## src/rtl/sau_pkg.sv

```systemverilog
// Shared types and constants for the sensor average alert block.
`default_nettype none

package sau_pkg;

   localparam int READING_W   = 8;
   localparam int ADDR_W      = 64;
   localparam int INDEX_W     = 4;
   localparam int CNT_W       = 7;    // holds a peer count up to 127
   localparam int QUEUE_DEPTH = 2;

   localparam logic [READING_W-1:0] THR_RESET = 8'd19;

   typedef enum logic [2:0] {
      FE_IDLE,
      FE_SCAN,
      FE_WIN,
      FE_MUL,
      FE_PUSH
   } sau_fe_state_type;

   typedef enum logic [1:0] {
      BE_IDLE,
      BE_WAIT,
      BE_EMIT
   } sau_be_state_type;

   typedef struct packed {
      logic [ADDR_W-1:0] hi;
      logic [ADDR_W-1:0] lo;
   } sau_peer_type;

   typedef struct packed {
      logic               en;
      logic [CNT_W-1:0]   addr;
      sau_peer_type       data;
   } sau_wr_type;

   // One alert burst: send to the first peer_count table entries.
   typedef struct packed {
      logic               valid;
      logic [CNT_W-1:0]   peer_count;
   } sau_job_type;

endpackage

`default_nettype wire

```

## src/rtl/sau_req_if.sv

```systemverilog
// Request channel: one reading and the sender's address.
`default_nettype none

interface sau_req_if;
   logic                             valid;
   logic                             ready;
   logic [sau_pkg::READING_W-1:0]    reading;
   logic [sau_pkg::ADDR_W-1:0]       peer_addr_hi;
   logic [sau_pkg::ADDR_W-1:0]       peer_addr_lo;

   modport source (output valid, output reading, output peer_addr_hi, output peer_addr_lo,
                   input ready);
   modport sink   (input valid, input reading, input peer_addr_hi, input peer_addr_lo,
                   output ready);
endinterface

`default_nettype wire

```

## src/rtl/sau_rsp_if.sv

```systemverilog
// Response channel: one alert per recorded peer.
`default_nettype none

interface sau_rsp_if;
   logic                             valid;
   logic                             ready;
   logic [sau_pkg::ADDR_W-1:0]       alert_addr_hi;
   logic [sau_pkg::ADDR_W-1:0]       alert_addr_lo;
   logic [sau_pkg::INDEX_W-1:0]      peer_index;
   logic                             last_alert;

   modport source (output valid, output alert_addr_hi, output alert_addr_lo,
                   output peer_index, output last_alert, input ready);
   modport sink   (input valid, input alert_addr_hi, input alert_addr_lo,
                   input peer_index, input last_alert, output ready);
endinterface

`default_nettype wire

```

## src/rtl/sau_csr_if.sv

```systemverilog
// Control register write channel for the alert threshold.
`default_nettype none

interface sau_csr_if;
   logic                             valid;
   logic                             ready;
   logic [sau_pkg::READING_W-1:0]    threshold;

   modport source (output valid, output threshold, input ready);
   modport sink   (input valid, input threshold, output ready);
endinterface

`default_nettype wire

```

## src/rtl/sensor_average_alert_fanout.sv

```systemverilog
// Top level of the sensor average alert block.
//
// Channels: req_chan takes one request (reading plus 128-bit sender address),
// rsp_chan returns alerts, csr_chan writes the 8-bit alert threshold (reset 19).
// Each request records its sender in the peer table (deduplicated, while not
// full), stores the reading in the circular window, and, when the average of
// the nonzero window entries exceeds the threshold, queues one alert burst:
// one response per recorded peer in table order, the final one marked last.
//
// Flow: the front end holds a request while it compares the peer table,
// one entry per cycle over the read port of the peer store, then updates
// the window, forms the threshold product and pushes any alert job; the
// compare stops early on a match and is skipped once the table is full.
// The back end reads each alert's peer from its own read port, passing a
// wait state before each alert, and holds while the receiver stalls. A
// two-entry job queue lets the front end take the next request while alerts
// are still going out.
// Reset clears the window, slot pointer, peer count, queue and response
// register; no clearing pass is needed. When the receiver stalls, the
// response register holds, then the job queue fills, then req ready drops.
`default_nettype none

module sensor_average_alert_fanout #(
   parameter int WINDOW_DEPTH = 10,
   parameter int PEER_DEPTH   = 10
) (
   input  wire          clock,
   input  wire          reset,
   sau_req_if.sink      req_chan,
   sau_rsp_if.source    rsp_chan,
   sau_csr_if.sink      csr_chan
);
   import sau_pkg::*;

   sau_wr_type          peer_wr;
   logic [CNT_W-1:0]    fe_rd_addr;
   sau_peer_type        fe_rd_data;
   logic [CNT_W-1:0]    be_rd_addr;
   sau_peer_type        be_rd_data;
   sau_job_type         job_push;
   logic                job_push_ready;
   sau_job_type         job_pop;
   logic                job_pop_ready;

   // peer table: front end appends and compares, back end reads for alerts
   sau_peer_mem #(
      .DEPTH (PEER_DEPTH)
   ) u_peer_mem (
      .clock     (clock),
      .wr        (peer_wr),
      .rd_a_addr (fe_rd_addr),
      .rd_a_data (fe_rd_data),
      .rd_b_addr (be_rd_addr),
      .rd_b_data (be_rd_data)
   );

   sau_front #(
      .WINDOW_DEPTH (WINDOW_DEPTH),
      .PEER_DEPTH   (PEER_DEPTH)
   ) u_front (
      .clock        (clock),
      .reset        (reset),
      .req_chan     (req_chan),
      .csr_chan     (csr_chan),
      .peer_wr      (peer_wr),
      .peer_rd_addr (fe_rd_addr),
      .peer_rd_data (fe_rd_data),
      .job_push     (job_push),
      .job_ready    (job_push_ready)
   );

   // alert jobs carry the peer count seen by their request; table entries
   // below that count are never rewritten, so the back end may lag freely
   sau_queue u_queue (
      .clock      (clock),
      .reset      (reset),
      .push       (job_push),
      .push_ready (job_push_ready),
      .pop        (job_pop),
      .pop_ready  (job_pop_ready)
   );

   sau_back u_back (
      .clock        (clock),
      .reset        (reset),
      .job_pop      (job_pop),
      .job_ready    (job_pop_ready),
      .peer_rd_addr (be_rd_addr),
      .peer_rd_data (be_rd_data),
      .rsp_chan     (rsp_chan)
   );

endmodule

`default_nettype wire

```

## src/rtl/sau_peer_mem.sv

```systemverilog
// Peer address store: one write port, two registered read ports.
`default_nettype none

module sau_peer_mem #(
   parameter int DEPTH = 10
) (
   input  wire                          clock,
   input  sau_pkg::sau_wr_type          wr,
   input  wire [sau_pkg::CNT_W-1:0]     rd_a_addr,
   output sau_pkg::sau_peer_type        rd_a_data,
   input  wire [sau_pkg::CNT_W-1:0]     rd_b_addr,
   output sau_pkg::sau_peer_type        rd_b_data
);
   import sau_pkg::*;

   localparam int AW = (DEPTH > 1) ? $clog2(DEPTH) : 1;

   sau_peer_type mem [DEPTH];
   sau_peer_type rd_a_ff;
   sau_peer_type rd_b_ff;

   always_ff @(posedge clock) begin
      if (wr.en) begin
         mem[wr.addr[AW-1:0]] <= wr.data;
      end
      rd_a_ff <= mem[rd_a_addr[AW-1:0]];
      rd_b_ff <= mem[rd_b_addr[AW-1:0]];
   end

   assign rd_a_data = rd_a_ff;
   assign rd_b_data = rd_b_ff;

endmodule

`default_nettype wire

```

## src/rtl/sau_front.sv

```systemverilog
// Front end: takes requests, records peers, updates window sums, decides alerts.
`default_nettype none

module sau_front #(
   parameter int WINDOW_DEPTH = 10,
   parameter int PEER_DEPTH   = 10
) (
   input  wire                          clock,
   input  wire                          reset,
   sau_req_if.sink                      req_chan,
   sau_csr_if.sink                      csr_chan,
   output sau_pkg::sau_wr_type          peer_wr,
   output logic [sau_pkg::CNT_W-1:0]    peer_rd_addr,
   input  sau_pkg::sau_peer_type        peer_rd_data,
   output sau_pkg::sau_job_type         job_push,
   input  wire                          job_ready
);
   import sau_pkg::*;

   localparam int PCW = $clog2(PEER_DEPTH + 1);
   localparam int WAW = $clog2(WINDOW_DEPTH);
   localparam int WCW = $clog2(WINDOW_DEPTH + 1);
   localparam int SW  = READING_W + WCW;

   sau_fe_state_type        state_ff, state_in;

   logic [READING_W-1:0]    thr_ff, thr_in;
   logic [READING_W-1:0]    reading_ff, reading_in;
   sau_peer_type            addr_ff, addr_in;

   logic [PCW-1:0]          peer_cnt_ff, peer_cnt_in;
   logic [PCW-1:0]          scan_ff, scan_in;
   logic                    cmp_vld_ff, cmp_vld_in;

   logic [READING_W-1:0]    win_mem [WINDOW_DEPTH];
   logic [READING_W-1:0]    win_rd_ff;
   logic [WINDOW_DEPTH-1:0] win_vld_ff, win_vld_in;
   logic [WAW-1:0]          slot_ff, slot_in;
   logic [SW-1:0]           sum_ff, sum_in;
   logic [WCW-1:0]          cnt_ff, cnt_in;
   logic [SW-1:0]           prod_ff, prod_in;

   logic                    accept;
   logic                    full;
   logic                    issue;
   logic                    hit;
   logic                    scan_done;
   logic                    record;
   logic [READING_W-1:0]    old_val;
   logic                    alert;

   assign accept    = req_chan.valid && req_chan.ready;
   assign full      = (peer_cnt_ff == PCW'(PEER_DEPTH));
   assign issue     = (scan_ff != peer_cnt_ff);
   assign hit       = cmp_vld_ff && (peer_rd_data == addr_ff);
   assign scan_done = hit || full || (!issue && !cmp_vld_ff);
   assign record    = (state_ff == FE_SCAN) && scan_done && !hit && !full;
   assign old_val   = win_vld_ff[slot_ff] ? win_rd_ff : '0;
   assign alert     = (cnt_ff != '0) && (sum_ff > prod_ff);

   // next state
   always_comb begin
      state_in = state_ff;
      case (state_ff)
         FE_IDLE: begin
            if (accept) state_in = FE_SCAN;
         end
         FE_SCAN: begin
            if (scan_done) state_in = FE_WIN;
         end
         FE_WIN:  state_in = FE_MUL;
         FE_MUL:  state_in = FE_PUSH;
         FE_PUSH: begin
            if (!job_push.valid || job_ready) state_in = FE_IDLE;
         end
         default: state_in = FE_IDLE;
      endcase
   end

   // outputs and datapath
   always_comb begin
      req_chan.ready      = (state_ff == FE_IDLE);
      csr_chan.ready      = 1'b1;

      thr_in      = (csr_chan.valid) ? csr_chan.threshold : thr_ff;
      reading_in  = reading_ff;
      addr_in     = addr_ff;
      peer_cnt_in = peer_cnt_ff;
      scan_in     = scan_ff;
      cmp_vld_in  = 1'b0;
      win_vld_in  = win_vld_ff;
      slot_in     = slot_ff;
      sum_in      = sum_ff;
      cnt_in      = cnt_ff;
      prod_in     = prod_ff;

      peer_wr.en   = record;
      peer_wr.addr = CNT_W'(peer_cnt_ff);
      peer_wr.data = addr_ff;
      peer_rd_addr = CNT_W'(scan_ff);

      job_push.valid      = (state_ff == FE_PUSH) && alert && (peer_cnt_ff != '0);
      job_push.peer_count = CNT_W'(peer_cnt_ff);

      case (state_ff)
         FE_IDLE: begin
            if (accept) begin
               reading_in = req_chan.reading;
               addr_in.hi = req_chan.peer_addr_hi;
               addr_in.lo = req_chan.peer_addr_lo;
               scan_in    = '0;
            end
         end
         FE_SCAN: begin
            if (record) peer_cnt_in = peer_cnt_ff + 1'b1;
            if (!scan_done && issue) begin
               scan_in    = scan_ff + 1'b1;
               cmp_vld_in = 1'b1;
            end
         end
         FE_WIN: begin
            sum_in = sum_ff - SW'(old_val) + SW'(reading_ff);
            cnt_in = cnt_ff - WCW'(old_val != '0) + WCW'(reading_ff != '0);
            win_vld_in[slot_ff] = 1'b1;
            slot_in = (slot_ff == WAW'(WINDOW_DEPTH - 1)) ? '0 : slot_ff + 1'b1;
         end
         FE_MUL: begin
            prod_in = SW'(thr_ff) * SW'(cnt_ff);
         end
         FE_PUSH: begin
         end
         default: begin
         end
      endcase
   end

   always_ff @(posedge clock) begin
      if (reset) begin
         state_ff    <= FE_IDLE;
         thr_ff      <= THR_RESET;
         peer_cnt_ff <= '0;
         scan_ff     <= '0;
         cmp_vld_ff  <= 1'b0;
         win_vld_ff  <= '0;
         slot_ff     <= '0;
         sum_ff      <= '0;
         cnt_ff      <= '0;
      end else begin
         state_ff    <= state_in;
         thr_ff      <= thr_in;
         peer_cnt_ff <= peer_cnt_in;
         scan_ff     <= scan_in;
         cmp_vld_ff  <= cmp_vld_in;
         win_vld_ff  <= win_vld_in;
         slot_ff     <= slot_in;
         sum_ff      <= sum_in;
         cnt_ff      <= cnt_in;
      end
   end

   always_ff @(posedge clock) begin
      reading_ff <= reading_in;
      addr_ff    <= addr_in;
      prod_ff    <= prod_in;
   end

   // window store: old entry is always read at the current slot
   always_ff @(posedge clock) begin
      if (state_ff == FE_WIN) begin
         win_mem[slot_ff] <= reading_ff;
      end
      win_rd_ff <= win_mem[slot_ff];
   end

endmodule

`default_nettype wire

```

## src/rtl/sau_queue.sv

```systemverilog
// Short job queue between the front and back ends.
`default_nettype none

module sau_queue (
   input  wire                   clock,
   input  wire                   reset,
   input  sau_pkg::sau_job_type  push,
   output logic                  push_ready,
   output sau_pkg::sau_job_type  pop,
   input  wire                   pop_ready
);
   import sau_pkg::*;

   localparam int QAW = (QUEUE_DEPTH > 1) ? $clog2(QUEUE_DEPTH) : 1;
   localparam int QCW = $clog2(QUEUE_DEPTH + 1);

   logic [CNT_W-1:0] slot_ff [QUEUE_DEPTH];
   logic [QAW-1:0]   wr_ptr_ff, wr_ptr_in;
   logic [QAW-1:0]   rd_ptr_ff, rd_ptr_in;
   logic [QCW-1:0]   fill_ff, fill_in;
   logic             do_push;
   logic             do_pop;

   assign push_ready     = (fill_ff != QCW'(QUEUE_DEPTH));
   assign pop.valid      = (fill_ff != '0);
   assign pop.peer_count = slot_ff[rd_ptr_ff];
   assign do_push        = push.valid && push_ready;
   assign do_pop         = pop.valid && pop_ready;

   always_comb begin
      wr_ptr_in = wr_ptr_ff;
      rd_ptr_in = rd_ptr_ff;
      if (do_push) begin
         wr_ptr_in = (wr_ptr_ff == QAW'(QUEUE_DEPTH - 1)) ? '0 : wr_ptr_ff + 1'b1;
      end
      if (do_pop) begin
         rd_ptr_in = (rd_ptr_ff == QAW'(QUEUE_DEPTH - 1)) ? '0 : rd_ptr_ff + 1'b1;
      end
      fill_in = fill_ff + QCW'(do_push) - QCW'(do_pop);
   end

   always_ff @(posedge clock) begin
      if (reset) begin
         wr_ptr_ff <= '0;
         rd_ptr_ff <= '0;
         fill_ff   <= '0;
      end else begin
         wr_ptr_ff <= wr_ptr_in;
         rd_ptr_ff <= rd_ptr_in;
         fill_ff   <= fill_in;
      end
   end

   always_ff @(posedge clock) begin
      if (do_push) begin
         slot_ff[wr_ptr_ff] <= push.peer_count;
      end
   end

endmodule

`default_nettype wire

```

## src/rtl/sau_back.sv

```systemverilog
// Back end: walks the peer table and sends one alert per recorded peer.
`default_nettype none

module sau_back (
   input  wire                          clock,
   input  wire                          reset,
   input  sau_pkg::sau_job_type         job_pop,
   output logic                         job_ready,
   output logic [sau_pkg::CNT_W-1:0]    peer_rd_addr,
   input  sau_pkg::sau_peer_type        peer_rd_data,
   sau_rsp_if.source                    rsp_chan
);
   import sau_pkg::*;

   sau_be_state_type     state_ff, state_in;
   logic [CNT_W-1:0]     total_ff, total_in;
   logic [CNT_W-1:0]     k_ff, k_in;
   logic                 rsp_vld_ff, rsp_vld_in;
   sau_peer_type         rsp_addr_ff, rsp_addr_in;
   logic [INDEX_W-1:0]   rsp_idx_ff, rsp_idx_in;
   logic                 rsp_last_ff, rsp_last_in;
   logic                 can_load;
   logic                 is_last;

   assign can_load = !rsp_vld_ff || rsp_chan.ready;
   assign is_last  = ((k_ff + 1'b1) == total_ff);

   // next state
   always_comb begin
      state_in = state_ff;
      case (state_ff)
         BE_IDLE: begin
            if (job_pop.valid) state_in = BE_WAIT;
         end
         BE_WAIT: state_in = BE_EMIT;
         BE_EMIT: begin
            if (can_load) state_in = is_last ? BE_IDLE : BE_WAIT;
         end
         default: state_in = BE_IDLE;
      endcase
   end

   // outputs and datapath
   always_comb begin
      job_ready    = (state_ff == BE_IDLE);
      peer_rd_addr = k_ff;
      total_in     = total_ff;
      k_in         = k_ff;
      rsp_vld_in   = rsp_vld_ff && !rsp_chan.ready;
      rsp_addr_in  = rsp_addr_ff;
      rsp_idx_in   = rsp_idx_ff;
      rsp_last_in  = rsp_last_ff;

      case (state_ff)
         BE_IDLE: begin
            if (job_pop.valid) begin
               total_in = job_pop.peer_count;
               k_in     = '0;
            end
         end
         BE_WAIT: begin
         end
         BE_EMIT: begin
            if (can_load) begin
               rsp_vld_in  = 1'b1;
               rsp_addr_in = peer_rd_data;
               rsp_idx_in  = INDEX_W'(k_ff);
               rsp_last_in = is_last;
               k_in        = k_ff + 1'b1;
            end
         end
         default: begin
         end
      endcase

      rsp_chan.valid         = rsp_vld_ff;
      rsp_chan.alert_addr_hi = rsp_addr_ff.hi;
      rsp_chan.alert_addr_lo = rsp_addr_ff.lo;
      rsp_chan.peer_index    = rsp_idx_ff;
      rsp_chan.last_alert    = rsp_last_ff;
   end

   always_ff @(posedge clock) begin
      if (reset) begin
         state_ff   <= BE_IDLE;
         rsp_vld_ff <= 1'b0;
         total_ff   <= '0;
         k_ff       <= '0;
      end else begin
         state_ff   <= state_in;
         rsp_vld_ff <= rsp_vld_in;
         total_ff   <= total_in;
         k_ff       <= k_in;
      end
   end

   always_ff @(posedge clock) begin
      rsp_addr_ff <= rsp_addr_in;
      rsp_idx_ff  <= rsp_idx_in;
      rsp_last_ff <= rsp_last_in;
   end

endmodule

`default_nettype wire

```

## src/flat_wrapper.sv

```systemverilog
// flat-port wrapper written by rule: the top's interface ports become plain ports
module sensor_average_alert_fanout_flat import sau_pkg::*;
#(
   parameter int WINDOW_DEPTH = 10,
   parameter int PEER_DEPTH   = 10
)
  (clock, reset, req_chan_valid, req_chan_reading, req_chan_peer_addr_hi, req_chan_peer_addr_lo, req_chan_ready, rsp_chan_valid, rsp_chan_alert_addr_hi, rsp_chan_alert_addr_lo, rsp_chan_peer_index, rsp_chan_last_alert, rsp_chan_ready, csr_chan_valid, csr_chan_threshold, csr_chan_ready);
  sau_req_if req_chan_i ();
  sau_rsp_if rsp_chan_i ();
  sau_csr_if csr_chan_i ();
  input  wire clock;
  input  wire reset;
  input wire logic [$bits(req_chan_i.valid)-1:0] req_chan_valid;
  input wire logic [$bits(req_chan_i.reading)-1:0] req_chan_reading;
  input wire logic [$bits(req_chan_i.peer_addr_hi)-1:0] req_chan_peer_addr_hi;
  input wire logic [$bits(req_chan_i.peer_addr_lo)-1:0] req_chan_peer_addr_lo;
  output wire logic [$bits(req_chan_i.ready)-1:0] req_chan_ready;
  output wire logic [$bits(rsp_chan_i.valid)-1:0] rsp_chan_valid;
  output wire logic [$bits(rsp_chan_i.alert_addr_hi)-1:0] rsp_chan_alert_addr_hi;
  output wire logic [$bits(rsp_chan_i.alert_addr_lo)-1:0] rsp_chan_alert_addr_lo;
  output wire logic [$bits(rsp_chan_i.peer_index)-1:0] rsp_chan_peer_index;
  output wire logic [$bits(rsp_chan_i.last_alert)-1:0] rsp_chan_last_alert;
  input wire logic [$bits(rsp_chan_i.ready)-1:0] rsp_chan_ready;
  input wire logic [$bits(csr_chan_i.valid)-1:0] csr_chan_valid;
  input wire logic [$bits(csr_chan_i.threshold)-1:0] csr_chan_threshold;
  output wire logic [$bits(csr_chan_i.ready)-1:0] csr_chan_ready;
  assign req_chan_i.valid = req_chan_valid;
  assign req_chan_i.reading = req_chan_reading;
  assign req_chan_i.peer_addr_hi = req_chan_peer_addr_hi;
  assign req_chan_i.peer_addr_lo = req_chan_peer_addr_lo;
  assign req_chan_ready = req_chan_i.ready;
  assign rsp_chan_valid = rsp_chan_i.valid;
  assign rsp_chan_alert_addr_hi = rsp_chan_i.alert_addr_hi;
  assign rsp_chan_alert_addr_lo = rsp_chan_i.alert_addr_lo;
  assign rsp_chan_peer_index = rsp_chan_i.peer_index;
  assign rsp_chan_last_alert = rsp_chan_i.last_alert;
  assign rsp_chan_i.ready = rsp_chan_ready;
  assign csr_chan_i.valid = csr_chan_valid;
  assign csr_chan_i.threshold = csr_chan_threshold;
  assign csr_chan_ready = csr_chan_i.ready;
  sensor_average_alert_fanout #(.WINDOW_DEPTH(WINDOW_DEPTH), .PEER_DEPTH(PEER_DEPTH)) u_core (.clock(clock), .reset(reset), .req_chan(req_chan_i), .rsp_chan(rsp_chan_i), .csr_chan(csr_chan_i));
endmodule
```

## config.mk

```make
export PLATFORM = sky130hd
export DESIGN_NAME = sensor_average_alert_fanout_flat
export DESIGN_NICKNAME = d
export VERILOG_FILES = /design/src/rtl/sau_pkg.sv /design/src/rtl/sau_req_if.sv /design/src/rtl/sau_rsp_if.sv /design/src/rtl/sau_csr_if.sv /design/src/rtl/sensor_average_alert_fanout.sv /design/src/rtl/sau_peer_mem.sv /design/src/rtl/sau_front.sv /design/src/rtl/sau_queue.sv /design/src/rtl/sau_back.sv /design/src/flat_wrapper.sv
export SDC_FILE = /design/constraint.sdc
export NUM_CORES = 2
export LEC_CHECK = 0
export BUFFER_PORTS_ARGS = -buffer_cell sky130_fd_sc_hd__buf_2
export CAP_MARGIN = 10
export CELL_PAD_IN_SITES_DETAIL_PLACEMENT = 0
export CELL_PAD_IN_SITES_GLOBAL_PLACEMENT = 1
export CORE_ASPECT_RATIO = 0.7
export CORE_MARGIN = 3
export CORE_UTILIZATION = 25
export CTS_CLUSTER_DIAMETER = 150
export DETAILED_ROUTE_END_ITERATION = 12
export GPL_ROUTABILITY_DRIVEN = 1
export PLACE_DENSITY = 0.4
export SYNTH_ARGS = -nofsm -noshare
export SYNTH_HDL_FRONTEND = slang
export SYNTH_SLANG_ARGS = --single-unit
```

## constraint.sdc

```tcl
create_clock -name clock -period 7.5 [get_ports clock]
set_input_delay 1.125 -clock clock [delete_from_list [all_inputs] [get_ports clock]]
set_output_delay 1.125 -clock clock [all_outputs]
set_load 0.05 [all_outputs]
```

==> impl_metrics.toml <==
[flow_run]
cap_violations = 0

[power_and_ir_drop]
power_frac_seq_pct = 47.6
p_comb_share_pct = 12.8
p_total_mw = 28.1
clkPwrFrac_pct = 39.6
p_int_mw = 20.7
vdd_drop_max_v = 0.000176
switching_share_pct = 26.3
power_density_nw_per_um2 = 291
p_switching_mw = 7.41
leakage_nw = 30.2

[clock_tree]
postCtsSetupBuffers = 0
cts_tree = "built"
numCtsBuffers = 222
cts_resized = 0
path_clk_slew_ps = 60
cts.sinks = 1981
cts.htree.levels = 4
holdBufCountCts = 0
clockBufferDepth = 4
root_buffer = "clkbuf_16"
clock_latency_ps = 900

[yosys]
synth_area_leader_cell = "edfxtp_1"
synthCells = 4686
synth_area_sq_um = 82500
synth.net_count = 4909
avgSynthCellArea_sq_um = 17.6
synth_common_cells = "edfxtp_1, mux4_2, dfxtp_1, nor2b_1, a21oi_1"
ys_seq_area_share_pct = 68.1
synth.top_cell.area_share_pct = 60.1
ys.flop_type = "edfxtp_1"
yosys_warnings = 0
synth_cell_types = 67
synth-seq-cells = 1981
yosys-top-cells-area = "edfxtp_1, mux4_2, dfxtp_1"
synth_most_common_cell = "edfxtp_1"
synthArstFlopShare_pct = 0
synth_edf_count = 1649

[critical_path]
crit_path_start_kind = "flop"
arrival_ps = 5310
reg2reg_depth = 16
critPathKind = "flop to flop"
worstReg2RegEnd = "u_core.u_front.sum_ff[11]$_SDFFE_PP0P_"
cp-end-kind = "flop"
crit_start = "u_core.u_front.slot_ff[0]$_SDFFE_PP0P_"
required_ps = 8260
r2r-start = "u_core.u_front.slot_ff[0]$_SDFFE_PP0P_"
reg2reg_slack_ps = 2950
cp_max_fo = 30

[global_route]
grt_use_total_pct = 15.8
grt_max_degree = 129
overflow = 0
grt_first_pass_wirelength_um = 376000
antenna_found_initial = 31
first_global_vias = 45800

[sta]
fin_skew_ps = 64.8
drv_slew = 0
hold_violations = 0
finalSetupTns_ps = 0
setup_violations = 0
maxSlewHeadroom_pct = 9.95
max_freq_mhz = 220
rsz0062_at_grt = "false"
finalCritPeriodShare_pct = 60.7
timing.final.crit_period_ps = 4550
worst_pin_slew_ps = 1320

[floorplan]
fp.dieArea_sq_um = 337000
coreArea_sq_um = 326000
start_util_pct = 25.3
io_pins = 285
die_w_um = 692
die_y_um = 486
num_rows = 175

[finish]
fin_cells = 9528
finalNetCount = 5218
finalInstanceArea_sq_um = 96800
area_delta_synth_final_pct = 17.3
drive_gt1_share_pct = 25.1

[placed_design]
dpl-instance-area_sq_um = 89400
place.port_buffers = 283
gp_congestion = 0.758
hpwl_um = 162000
dp.cells = 9105

[min_path]
hold_end = "u_core.u_back.rsp_chan.alert_addr_lo[59]$_DFFE_PP_"
hold_class = "flop to flop"
hp-start = "u_core.u_peer_mem.rd_b_data[59]$_DFF_P_"
hold_depth = 0

[detailed_routing]
antenna_left = 0
drc = 0
vias_per_cell = 4.62
wire_per_inst_um = 28.4
vias = 44000
drt_first_pass_iters = 5
drt_wl_total_um = 271000
dr.first_iter.drc_count = 3160

[run_status]
status = "finished, final reports clean"
==> power by group through the flow <==
stage          Sequential, mW  Combinational, mW  Clock [mW]
2_1_floorplan            13.6               2.11           0
3_3_place_gp             13.6               3.72           0
3_5_place_dp             13.6               3.71           0
4_1_cts                  13.4               3.72        11.6
5_1_grt                  13.5               3.92        12.0
6_report                 13.4               3.61        11.1
==> cells in the final DEF (no fill, tap or decap), drive strengths merged, types with 14 or more instances in the layout <==
master	synthesis	routed
mux4	530	530
fa	21	21
mux2i	283	283
o21ai	16	16
and2	31	31
a2111oi	14	14
a21oi	307	307
nor2	78	78
nand2b	30	30
dfxtp	332	332
ha	53	53
inv	121	126
clkinv	1	71
clkbuf	202	308
edfxtp	1649	1649
buf	92	378
xor2	29	29
nor4	17	17
bufinv	0	20
xnor2	61	61
a211oi	275	275
nor2b	335	335
nand4	21	21
nand2	61	61
==> area by class of cell <==
type,instances,area [sq um]
Timing Repair Buffer,379,2460
Sequential cell,1981,56200
Clock buffer,307,6260
Multi-Input combinational cell,2289,24800
Inverter,122,465
Clock inverter,103,1090
Tap cell,4336,5430
Antenna cell,11,27.5
Fill cell,32100,230000
==> cell families (layout without fill, tap and decap cells) <==
kind of cell / after synthesis / in the layout / share of synthesized area (%)
mux: 815 / 815 / 17.9
fa+ha+maj: 74 / 74 / 1.31
simple gates: 638 / 638 / 4.46
other cells: 1 / 12 / 0.00455
buf+inv: 416 / 911 / 1.91
xor+xnor: 90 / 90 / 0.956
flops: 1981 / 1981 / 68.1
compound gates: 671 / 671 / 5.30
==> worst max path at each step <==
stage                                              to  cells after the start
6_report       u_core.u_front.sum_ff[11]$_SDFFE_PP0P_                     16
5_1_grt        u_core.u_front.sum_ff[11]$_SDFFE_PP0P_                     16
4_1_cts        u_core.u_front.sum_ff[11]$_SDFFE_PP0P_                     16
3_5_place_dp   u_core.u_front.sum_ff[11]$_SDFFE_PP0P_                     16
3_3_place_gp   u_core.u_front.sum_ff[11]$_SDFFE_PP0P_                     16
2_1_floorplan  u_core.u_front.scan_ff[3]$_SDFFE_PP0P_                      4
==> layer usage <==
| layer | GRT usage [%] | vias up | share of wire, % |
|---|---|---|---|
| met3 | 3.15 | 324 | 5.1 |
| li1 | - | 19400 | - |
| met4 | 3.71 | 2 | 2.2 |
| met1 | 22.5 | 23300 | 47 |
| met2 | 24.7 | 971 | 46 |
| met5 | 0 | - | 0.0048 |
==> stage by stage <==
step / setup slack [ps] / hold WS (ps) / utilization (%)
2_1_floorplan: 2110 / 386 / -
4_1_cts: 2810 / 294 / 29.6
3_5_place_dp: 2850 / 389 / 27.4
5_1_grt: 2510 / 318 / 29.6
6_report: 2950 / 367 / 29.6
3_3_place_gp: 2810 / 388 / 27.4
==> critical path, stage by stage (launching register included) <==
cell,delay (ps)
dfxtp_2,400
buf_4,490
mux2i_1,260
nor3_1,60
nand2_1,80
o21ai_0,250
and2_1,310
fa_1,480
inv_1,40
ha_1,330
o21ai_0,130
or2_2,310
a211oi_1,310
nor3_1,110
or3_1,350
a21oi_1,170
mux2_2,350
==> registers in the layout, summed over array words and instances (netlist names), 8 cells and up <==
name and cells:
u_core.u_front.win_vld_ff 10, u_core.u_back.rsp_chan.alert_addr_hi 64, u_core.u_front.win_mem 80, u_core.u_front.win_rd_ff 8, u_core.u_back.rsp_chan.alert_addr_lo 64, u_core.u_front.peer_wr 128, u_core.u_peer_mem.rd_a_data 128, u_core.u_queue.slot_ff 8
u_core.u_front.thr_ff 8, u_core.u_peer_mem.mem 1280, u_core.u_front.prod_ff 12, u_core.u_front.sum_ff 12, u_core.u_peer_mem.rd_b_data 128, u_core.u_front.reading_ff 8
Note: power is estimated with default switching activity, not from simulation.
